[config.mk]
export PLATFORM = sky130hd
export DESIGN_NAME = spectrum_bar_peak_hold_flat
export DESIGN_NICKNAME = d
export VERILOG_FILES = /design/src/sv/sbph_pkg.sv /design/src/sv/sbph_if.sv /design/src/sv/sbph_ram.sv /design/src/sv/sbph_dot_update.sv /design/src/sv/spectrum_bar_peak_hold.sv /design/src/flat_wrapper.sv
export SDC_FILE = /design/constraint.sdc
export NUM_CORES = 2
export LEC_CHECK = 0
export BUFFER_PORTS_ARGS = -buffer_cell sky130_fd_sc_hd__clkbuf_2
export CORE_ASPECT_RATIO = 1.5
export CORE_MARGIN = 4
export CORE_UTILIZATION = 45
export CTS_CLUSTER_DIAMETER = 200
export DETAILED_ROUTE_END_ITERATION = 7
export HOLD_SLACK_MARGIN = 0.12
export PLACE_DENSITY_LB_ADDON = 0.05
export SYNTH_ARGS = -nofsm -noshare
export SYNTH_HDL_FRONTEND = slang
export SYNTH_SLANG_ARGS = --single-unit
[constraint.sdc]
create_clock -name clock -period 9.6 [get_ports clock]
set_input_delay 0.96 -clock clock [delete_from_list [all_inputs] [get_ports clock]]
set_output_delay 0.96 -clock clock [all_outputs]
set_load 0.02 [all_outputs]
[src/sv/sbph_pkg.sv]
// Package for the spectrum bar / falling peak dot block.
// Constants, payload types, the magnitude threshold table and the column map.
// No dependencies.
package sbph_pkg;

   localparam int COLUMNS     = 128;
   localparam int MAX_ROW     = 63;
   localparam int HEIGHT_CAP  = 63;
   localparam int FALL_TENTHS = 7;

   localparam int COL_W = 7;
   localparam int MAG_W = 24;
   localparam int HGT_W = 6;
   localparam int ROW_W = 6;
   localparam int LVL_W = MAG_W + 1;
   localparam int IDX_W = (COLUMNS > 1) ? $clog2(COLUMNS) : 1;
   localparam int POS_W = $clog2(10 * MAX_ROW + FALL_TENTHS + 1);

   // floor(x / 10) as (x * 6554) >> 16, exact for x below 4096
   localparam int DIV10_MUL   = 6554;
   localparam int DIV10_SHIFT = 16;
   localparam int DIV10_W     = POS_W + 13;

   typedef logic [COL_W-1:0] column_type;
   typedef logic [MAG_W-1:0] magnitude_type;
   typedef logic [HGT_W-1:0] height_type;
   typedef logic [ROW_W-1:0] row_type;
   typedef logic [IDX_W-1:0] idx_type;
   typedef logic [POS_W-1:0] pos_type;

   typedef struct packed {
      pos_type    old_pos;
      height_type height;
   } dot_in_type;

   typedef struct packed {
      pos_type new_pos;
      logic    dot_valid;
      row_type dot_row;
   } dot_out_type;

   // LEVEL[k-1] = ceil(256 * 10^(k/20)); height >= k when magnitude + 256 reaches it
   localparam logic [LVL_W-1:0] LEVEL [HEIGHT_CAP] = '{
      25'd288, 25'd323, 25'd362, 25'd406, 25'd456, 25'd511, 25'd574, 25'd644,
      25'd722, 25'd810, 25'd909, 25'd1020, 25'd1144, 25'd1284, 25'd1440, 25'd1616,
      25'd1813, 25'd2034, 25'd2282, 25'd2560, 25'd2873, 25'd3223, 25'd3617, 25'd4058,
      25'd4553, 25'd5108, 25'd5732, 25'd6431, 25'd7216, 25'd8096, 25'd9084, 25'd10192,
      25'd11436, 25'd12831, 25'd14396, 25'd16153, 25'd18124, 25'd20335, 25'd22817,
      25'd25600, 25'd28724, 25'd32229, 25'd36161, 25'd40574, 25'd45524, 25'd51079,
      25'd57312, 25'd64305, 25'd72151, 25'd80955, 25'd90833, 25'd101916, 25'd114351,
      25'd128304, 25'd143960, 25'd161526, 25'd181235, 25'd203349, 25'd228161,
      25'd256000, 25'd287237, 25'd322285, 25'd361610
   };

   typedef idx_type idx_map_type [2**COL_W];

   function automatic idx_map_type build_idx_map();
      idx_map_type m;
      for (int i = 0; i < 2**COL_W; i++) begin
         m[i] = IDX_W'(i % COLUMNS);
      end
      return m;
   endfunction

   localparam idx_map_type IDX_MAP = build_idx_map();

   // Thresholds rise monotonically, so the height is the count of levels reached.
   function automatic height_type bar_height_of(magnitude_type mag);
      logic [LVL_W-1:0]      v;
      logic [HEIGHT_CAP-1:0] hit;
      height_type            h;
      v = {1'b0, mag} + LVL_W'(256);
      for (int k = 0; k < HEIGHT_CAP; k++) begin
         hit[k] = (v >= LEVEL[k]);
      end
      h = HGT_W'($countones(hit));
      if (int'(h) > MAX_ROW) begin
         h = HGT_W'(MAX_ROW);
      end
      return h;
   endfunction

endpackage

[src/sv/sbph_if.sv]
// Request and response channel interfaces: valid/ready handshake plus payload.
// Depends on sbph_pkg.
interface sbph_req_if;
   import sbph_pkg::*;

   logic          valid;
   logic          ready;
   column_type    column;
   magnitude_type magnitude;

   modport source (output valid, output column, output magnitude, input ready);
   modport sink   (input valid, input column, input magnitude, output ready);
endinterface

interface sbph_rsp_if;
   import sbph_pkg::*;

   logic       valid;
   logic       ready;
   column_type column_out;
   height_type bar_height;
   logic       dot_valid;
   row_type    dot_row;

   modport source (output valid, output column_out, output bar_height,
                   output dot_valid, output dot_row, input ready);
   modport sink   (input valid, input column_out, input bar_height,
                   input dot_valid, input dot_row, output ready);
endinterface

[src/sv/sbph_ram.sv]
// Generic single-write, single-read RAM with registered read data.
// No dependencies.
module sbph_ram #(
   parameter int WIDTH = 8,
   parameter int DEPTH = 16
) (
   input  logic                     clock,
   input  logic                     wr_en,
   input  logic [$clog2(DEPTH)-1:0] wr_addr,
   input  logic [WIDTH-1:0]         wr_data,
   input  logic                     rd_en,
   input  logic [$clog2(DEPTH)-1:0] rd_addr,
   output logic [WIDTH-1:0]         rd_data
);

   logic [WIDTH-1:0] mem_ff [DEPTH];
   logic [WIDTH-1:0] rd_data_ff;

   always_ff @(posedge clock) begin
      if (wr_en) begin
         mem_ff[wr_addr] <= wr_data;
      end
      if (rd_en) begin
         rd_data_ff <= mem_ff[rd_addr];
      end
   end

   assign rd_data = rd_data_ff;

endmodule

[src/sv/sbph_dot_update.sv]
// Falling dot update: snap to the bar top or fall by 7 tenths, clamp, derive row.
// Depends on sbph_pkg.
module sbph_dot_update (
   input  sbph_pkg::dot_in_type  dot_in,
   output sbph_pkg::dot_out_type dot_out
);
   import sbph_pkg::*;

   pos_type              span;
   pos_type              top;
   pos_type              fall;
   pos_type              fall_clamped;
   logic [DIV10_W-1:0]   prod;

   always_comb begin
      span = POS_W'(MAX_ROW) - POS_W'(dot_in.height);
      top  = (span << 3) + (span << 1);
      fall = dot_in.old_pos + POS_W'(FALL_TENTHS);
      fall_clamped = (fall > POS_W'(10 * MAX_ROW)) ? POS_W'(10 * MAX_ROW) : fall;
      prod = DIV10_W'(fall_clamped) * DIV10_W'(DIV10_MUL);

      if (dot_in.old_pos > top) begin
         // dot sits below the bar top: snap up, hide it
         dot_out.new_pos   = top;
         dot_out.dot_valid = 1'b0;
         dot_out.dot_row   = '0;
      end else begin
         dot_out.new_pos   = fall_clamped;
         dot_out.dot_valid = 1'b1;
         dot_out.dot_row   = ROW_W'(prod >> DIV10_SHIFT);
      end
   end

endmodule

[src/sv/spectrum_bar_peak_hold.sv]
// Spectrum bar with falling peak dot, one per column.
// Pipeline: an accepted request sits in stage 1 while its RAM read is in flight, then
// the dot update result is registered in the response register until it is taken.
// Throughput: one request per cycle unless the response stalls. The per-column dot
// store is one RAM (one read port, one write port), forwarding same-column repeats.
// Reset: synchronous, clears all per-column valid bits at once (no clearing pass).
module spectrum_bar_peak_hold (
   input  logic             clock,
   input  logic             reset,
   sbph_req_if.sink         req_bus,
   sbph_rsp_if.source       rsp_bus
);
   import sbph_pkg::*;

   // stage 1: RAM read in flight
   logic         s1_valid_ff, s1_valid_in;
   column_type   s1_column_ff, s1_column_in;
   idx_type      s1_idx_ff, s1_idx_in;
   height_type   s1_height_ff, s1_height_in;
   logic         s1_known_ff, s1_known_in;
   logic         s1_bypass_ff, s1_bypass_in;
   pos_type      s1_bypass_pos_ff, s1_bypass_pos_in;

   // response register
   logic         out_valid_ff, out_valid_in;
   column_type   out_column_ff, out_column_in;
   height_type   out_height_ff, out_height_in;
   logic         out_dot_valid_ff, out_dot_valid_in;
   row_type      out_row_ff, out_row_in;

   logic [COLUMNS-1:0] row_valid_ff, row_valid_in;

   logic         s1_adv;
   logic         accept;
   logic         wr_en;
   idx_type      req_idx;
   pos_type      ram_rdata;
   dot_in_type   dot_in;
   dot_out_type  dot_out;

   assign s1_adv        = !out_valid_ff || rsp_bus.ready;
   assign req_bus.ready = !s1_valid_ff || s1_adv;
   assign accept        = req_bus.valid && req_bus.ready;
   assign wr_en         = s1_valid_ff && s1_adv;
   assign req_idx       = IDX_MAP[req_bus.column];

   sbph_ram #(
      .WIDTH (POS_W),
      .DEPTH (COLUMNS)
   ) u_dot_ram (
      .clock   (clock),
      .wr_en   (wr_en),
      .wr_addr (s1_idx_ff),
      .wr_data (dot_out.new_pos),
      .rd_en   (accept),
      .rd_addr (req_idx),
      .rd_data (ram_rdata)
   );

   always_comb begin
      dot_in.height  = s1_height_ff;
      if (s1_bypass_ff) begin
         dot_in.old_pos = s1_bypass_pos_ff;
      end else if (s1_known_ff) begin
         dot_in.old_pos = ram_rdata;
      end else begin
         dot_in.old_pos = '0;
      end
   end

   sbph_dot_update u_dot_update (
      .dot_in  (dot_in),
      .dot_out (dot_out)
   );

   always_comb begin
      s1_valid_in      = accept || (s1_valid_ff && !s1_adv);
      s1_column_in     = s1_column_ff;
      s1_idx_in        = s1_idx_ff;
      s1_height_in     = s1_height_ff;
      s1_known_in      = s1_known_ff;
      s1_bypass_in     = s1_bypass_ff;
      s1_bypass_pos_in = s1_bypass_pos_ff;
      if (accept) begin
         s1_column_in     = req_bus.column;
         s1_idx_in        = req_idx;
         s1_height_in     = bar_height_of(req_bus.magnitude);
         s1_known_in      = row_valid_ff[req_idx];
         // forward the entry being written this cycle
         s1_bypass_in     = wr_en && (s1_idx_ff == req_idx);
         s1_bypass_pos_in = dot_out.new_pos;
      end

      out_valid_in     = wr_en || (out_valid_ff && !rsp_bus.ready);
      out_column_in    = out_column_ff;
      out_height_in    = out_height_ff;
      out_dot_valid_in = out_dot_valid_ff;
      out_row_in       = out_row_ff;
      if (wr_en) begin
         out_column_in    = s1_column_ff;
         out_height_in    = s1_height_ff;
         out_dot_valid_in = dot_out.dot_valid;
         out_row_in       = dot_out.dot_row;
      end

      row_valid_in = row_valid_ff;
      if (wr_en) begin
         row_valid_in[s1_idx_ff] = 1'b1;
      end
   end

   always_ff @(posedge clock) begin
      if (reset) begin
         s1_valid_ff  <= 1'b0;
         out_valid_ff <= 1'b0;
         row_valid_ff <= '0;
      end else begin
         s1_valid_ff  <= s1_valid_in;
         out_valid_ff <= out_valid_in;
         row_valid_ff <= row_valid_in;
      end
   end

   always_ff @(posedge clock) begin
      s1_column_ff     <= s1_column_in;
      s1_idx_ff        <= s1_idx_in;
      s1_height_ff     <= s1_height_in;
      s1_known_ff      <= s1_known_in;
      s1_bypass_ff     <= s1_bypass_in;
      s1_bypass_pos_ff <= s1_bypass_pos_in;
      out_column_ff    <= out_column_in;
      out_height_ff    <= out_height_in;
      out_dot_valid_ff <= out_dot_valid_in;
      out_row_ff       <= out_row_in;
   end

   assign rsp_bus.valid      = out_valid_ff;
   assign rsp_bus.column_out = out_column_ff;
   assign rsp_bus.bar_height = out_height_ff;
   assign rsp_bus.dot_valid  = out_dot_valid_ff;
   assign rsp_bus.dot_row    = out_row_ff;

   a_hidden_dot_row_zero: assert property (@(posedge clock) disable iff (reset)
      rsp_bus.valid && !rsp_bus.dot_valid |-> rsp_bus.dot_row == '0)
      else $error("hidden dot carries a nonzero row");

   a_stored_pos_in_range: assert property (@(posedge clock) disable iff (reset)
      wr_en |-> dot_out.new_pos <= POS_W'(10 * MAX_ROW))
      else $error("dot position written beyond the bottom row");

   a_bypass_follows_write: assert property (@(posedge clock) disable iff (reset)
      s1_valid_ff && s1_bypass_ff && $past(accept) |-> $past(wr_en))
      else $error("forwarded dot position without a preceding write");

   a_reset_clears_valid: assert property (@(posedge clock)
      reset |=> row_valid_ff == '0)
      else $error("column valid bits not cleared by reset");

endmodule

[src/flat_wrapper.sv]
// flat-port wrapper written by rule: the top's interface ports become plain ports
module spectrum_bar_peak_hold_flat import sbph_pkg::*;
  (clock, reset, req_bus_valid, req_bus_column, req_bus_magnitude, req_bus_ready, rsp_bus_valid, rsp_bus_column_out, rsp_bus_bar_height, rsp_bus_dot_valid, rsp_bus_dot_row, rsp_bus_ready);
  sbph_req_if req_bus_i ();
  sbph_rsp_if rsp_bus_i ();
  input  logic clock;
  input  logic reset;
  input wire logic [$bits(req_bus_i.valid)-1:0] req_bus_valid;
  input wire logic [$bits(req_bus_i.column)-1:0] req_bus_column;
  input wire logic [$bits(req_bus_i.magnitude)-1:0] req_bus_magnitude;
  output wire logic [$bits(req_bus_i.ready)-1:0] req_bus_ready;
  output wire logic [$bits(rsp_bus_i.valid)-1:0] rsp_bus_valid;
  output wire logic [$bits(rsp_bus_i.column_out)-1:0] rsp_bus_column_out;
  output wire logic [$bits(rsp_bus_i.bar_height)-1:0] rsp_bus_bar_height;
  output wire logic [$bits(rsp_bus_i.dot_valid)-1:0] rsp_bus_dot_valid;
  output wire logic [$bits(rsp_bus_i.dot_row)-1:0] rsp_bus_dot_row;
  input wire logic [$bits(rsp_bus_i.ready)-1:0] rsp_bus_ready;
  assign req_bus_i.valid = req_bus_valid;
  assign req_bus_i.column = req_bus_column;
  assign req_bus_i.magnitude = req_bus_magnitude;
  assign req_bus_ready = req_bus_i.ready;
  assign rsp_bus_valid = rsp_bus_i.valid;
  assign rsp_bus_column_out = rsp_bus_i.column_out;
  assign rsp_bus_bar_height = rsp_bus_i.bar_height;
  assign rsp_bus_dot_valid = rsp_bus_i.dot_valid;
  assign rsp_bus_dot_row = rsp_bus_i.dot_row;
  assign rsp_bus_i.ready = rsp_bus_ready;
  spectrum_bar_peak_hold u_core (.clock(clock), .reset(reset), .req_bus(req_bus_i), .rsp_bus(rsp_bus_i));
endmodule
==> summary.md <==
| Metric | Value |
|---|---|
| Cells on worst reg2reg path | 25 |
| Ys Warns | 0 |
| Slowest CP cell | fa_1 |
| CP Data Required Time | 10.11 ns |
| Worst skew pair latency | 0.79 ns |
| Number of post-CTS setup repair buffers | 0 |
| Antenna viol nets, final | 0 |
| Ys flop type | edfxtp_1 |
| IR Drop Worst-Case VDD | 0.282 mV |
| Area contributors post-synth | edfxtp_1 63%, mux4_2 16%, dfxtp_1 4.1% |
| Static Leak | 0.0234 uW |
| Gpl congestion | 0.892 |
| Mapped cell area | roughly 0.063 mm2 |
| Layout cells sized above 1 | 0.230 |
| Slew HR | 0.0812 |
| Post-DR vias/cell | between 5 and 6 |
| RSZ-0062 raised after global routing | false |
| Yosys cell types | 67 |
| Post-synth top area cell | edfxtp_1 |
| Via count | between 30,000 and 40,000 |
| Max Cap Viol | 0 |
| Worst-Margin Slew | 1.38 ns |
| Status | finished clean |
| FF+latch count, synth | 1,465 |
| CP Capture Type | flop |
| Die height | 467 um |
| Routed WL per cell | 31.0 um |
| Final Non-Filler Cells | 5,697 |
| GRT overflow | 0 |
| Io pins | 57 |
| First-pass GRT wire length | 257,000 um |
| Fin. Hold Viols | 0 |
| Setup TNS | 0 ns |
| Clk sinks | 1,465 |
| Top sig layer | met4 |
| All-Layer GR Usage | 0.245 |
| Top cell by count, worst path | fa_1 |
| Worst-path clk slew | 0.06 ns |
| Hold path depth | 3 |
| Post-CTS Resized | 0 |
| Routed WL | 176,000 um |
| Crit path DAT | between 9 and 10 ns |
| WL met2 | 94,000 um |
| WL met1 | around 70,000 um |
| Power, Total | 19,400 uW |
| Final Critical Period | about 8.5 ns |
| Vias in the first global route | 35,400 |
| CP Launch Type | input pin |
| Number of synthesized flops with an enable pin | 1,335 |
| Avg Cell Area, Syn | 17.7 um2 |
| Max Freq | between 100 and 150 MHz |
| Die ar. | 0.147 mm2 |
| Final setup viols | 0 |
| Core Footprint | 0.140 mm2 |
| Area grow syn2layout | 11.9% |
| Fin crit share | 0.888 |
| Hold Crit Class | in -> reg |
| FP Rows | 168 |
| Share of flip-flops with an asynchronous set or reset | 0 |
| Crit path max fanout | 9 |
| Dpl cells | 5,440 |
| Die width | 314 um |
| Detail Placement HPWL | 116,000 um |
| Final Util | 0.507 |
| First-pass DRT Iterations | 5 |
| CP peak stage delay | between 0.5 and 0.6 ns |
| Total CTS buffers | 138 |
| Routed length on met3 | 6870 um |
| First-iteration detailed-routing DRC count | 3,285 |
| CTS root buffer | clkbuf_16 |
| Setup CP Type | in -> reg |
| Syn nets | 3,809 |
| Seq/Total Area, Yosys | 0.676 |
| Starting Density | 0.453 |
| Total power density per cell area | 274 mW/mm2 |
| Longest Clk Path Bufs | 3 |
| Clock Skew | a little under 0.03 ns |
| CTS tree | built |
| Drt drc | 0 |
| Largest net degree at the start of global routing | 146 |
| Top cell type's share of synthesized area | 0.635 |
| I/O Buffers | 56 |
| Initial antenna violation count | 5 |
| Nets | 3,947 |
| H-tree Lvls | 4 |
| WHS | about 0.41 ns |
| Syn Inst Count | 3,572 |
| Final-report max-slew violation count | 0 |
| Hold Buf Count CTS | 0 |
## area by class of cell
type | instances | area, um2
inverters | 196 | 736
repair buffers | 177 | 1260
clock buffers | 193 | 3840
well taps | 1870 | 2340
clock inverters | 61 | 688
diodes | 3 | 7.51
fillers | 11600 | 68900
flip-flops and latches | 1465 | 42700
multi-input cells | 1732 | 19100
## worst max-delay path, delay by kind of cell
kind,cells,cell delay [ns]
compound gates,6,1.30
xor+xnor,1,0.07
fa+ha+maj,10,4.46
buf+inv,8,0.69
mux,1,0.32
simple gates,5,1.21
## logic make-up after synthesis
group,count (synthesis),synth area share
adder cells (fa/ha/maj),202,0.0500
XOR/XNOR,45,0.00624
flip-flops,1465,0.676
AND/OR/NAND/NOR,747,0.0515
buffers and inverters,375,0.0232
AO/OA/AOI/OAI,256,0.0251
multiplexers,482,0.168
## registers in the layout (all words and copies together) (netlist names)
signal,count
u_core.row_valid_ff,128
u_core.rsp_bus.bar_height,6
u_core.rsp_bus.column_out,7
u_core.rsp_bus.dot_row,6
u_core.rsp_bus.dot_valid,1
u_core.rsp_bus.valid,1
u_core.s1_bypass_ff,1
u_core.s1_bypass_pos_ff,10
u_core.s1_height_ff,6
u_core.s1_idx_ff,7
u_core.s1_known_ff,1
u_core.s1_valid_ff,1
u_core.u_dot_ram.mem_ff,1280
u_core.u_dot_ram.rd_data,10
## power by group
part	switching [uW]	internal [uW]
clock network	2390	3030
registers	42.3	8960
logic	3720	1260
## cell usage in the layout, fill, tap and decap left out, types with 38 or more instances in the layout
cell type and instances:
clkbuf_2 51, fa_1 84, nand3_1 52, dfxtp_1 130, buf_4 119, inv_1 196, nand2_1 111, mux4_2 462
clkbuf_16 139, o21ai_0 80, ha_1 118, nor2_1 441, a21oi_1 63, clkbuf_1 38, edfxtp_1 1335
## synthesized netlist by cell type (all sizes together), types with 14 or more instances
library cell,number
nand3,54
nand2,111
mux4,462
nand4,22
edfxtp,1335
buf,60
o21ai,84
clkbuf,119
nor2,449
a31oi,16
ha,118
dfxtp,130
nor2b,21
xnor2,34
a21oi,66
inv,196
nor3,22
o211ai,14
fa,84
a21o,14
## per-stage QoR
step | instance area, um2 | setup WS, ns
finish | 70700 | 1.08
detailed placement | 66200 | 0.316
global route | 70700 | 0.571
global placement | 66200 | 0.632
floorplan | 63200 | 0.762
CTS | 70700 | 1.15
## per-layer routing
metal	vias to the layer above	GRT usage
met3	263	0.0306
met2	914	0.437
met5	-	0
li1	14200	-
met1	18100	0.308
met4	0	0.0861
## path summary, 6_finish.rpt
kind	startpoint	endpoint	slack, ns
max	req_bus_magnitude[8]	u_core.s1_height_ff[5]	1.08
min	req_bus_valid	u_core.s1_valid_ff	0.41
max reg2reg	u_core.s1_bypass_ff	u_core.rsp_bus.dot_row[1]	1.09
min reg2reg	u_core.row_valid_ff[119]	u_core.row_valid_ff[119]	0.47
Power figures use the tool's default switching activity.
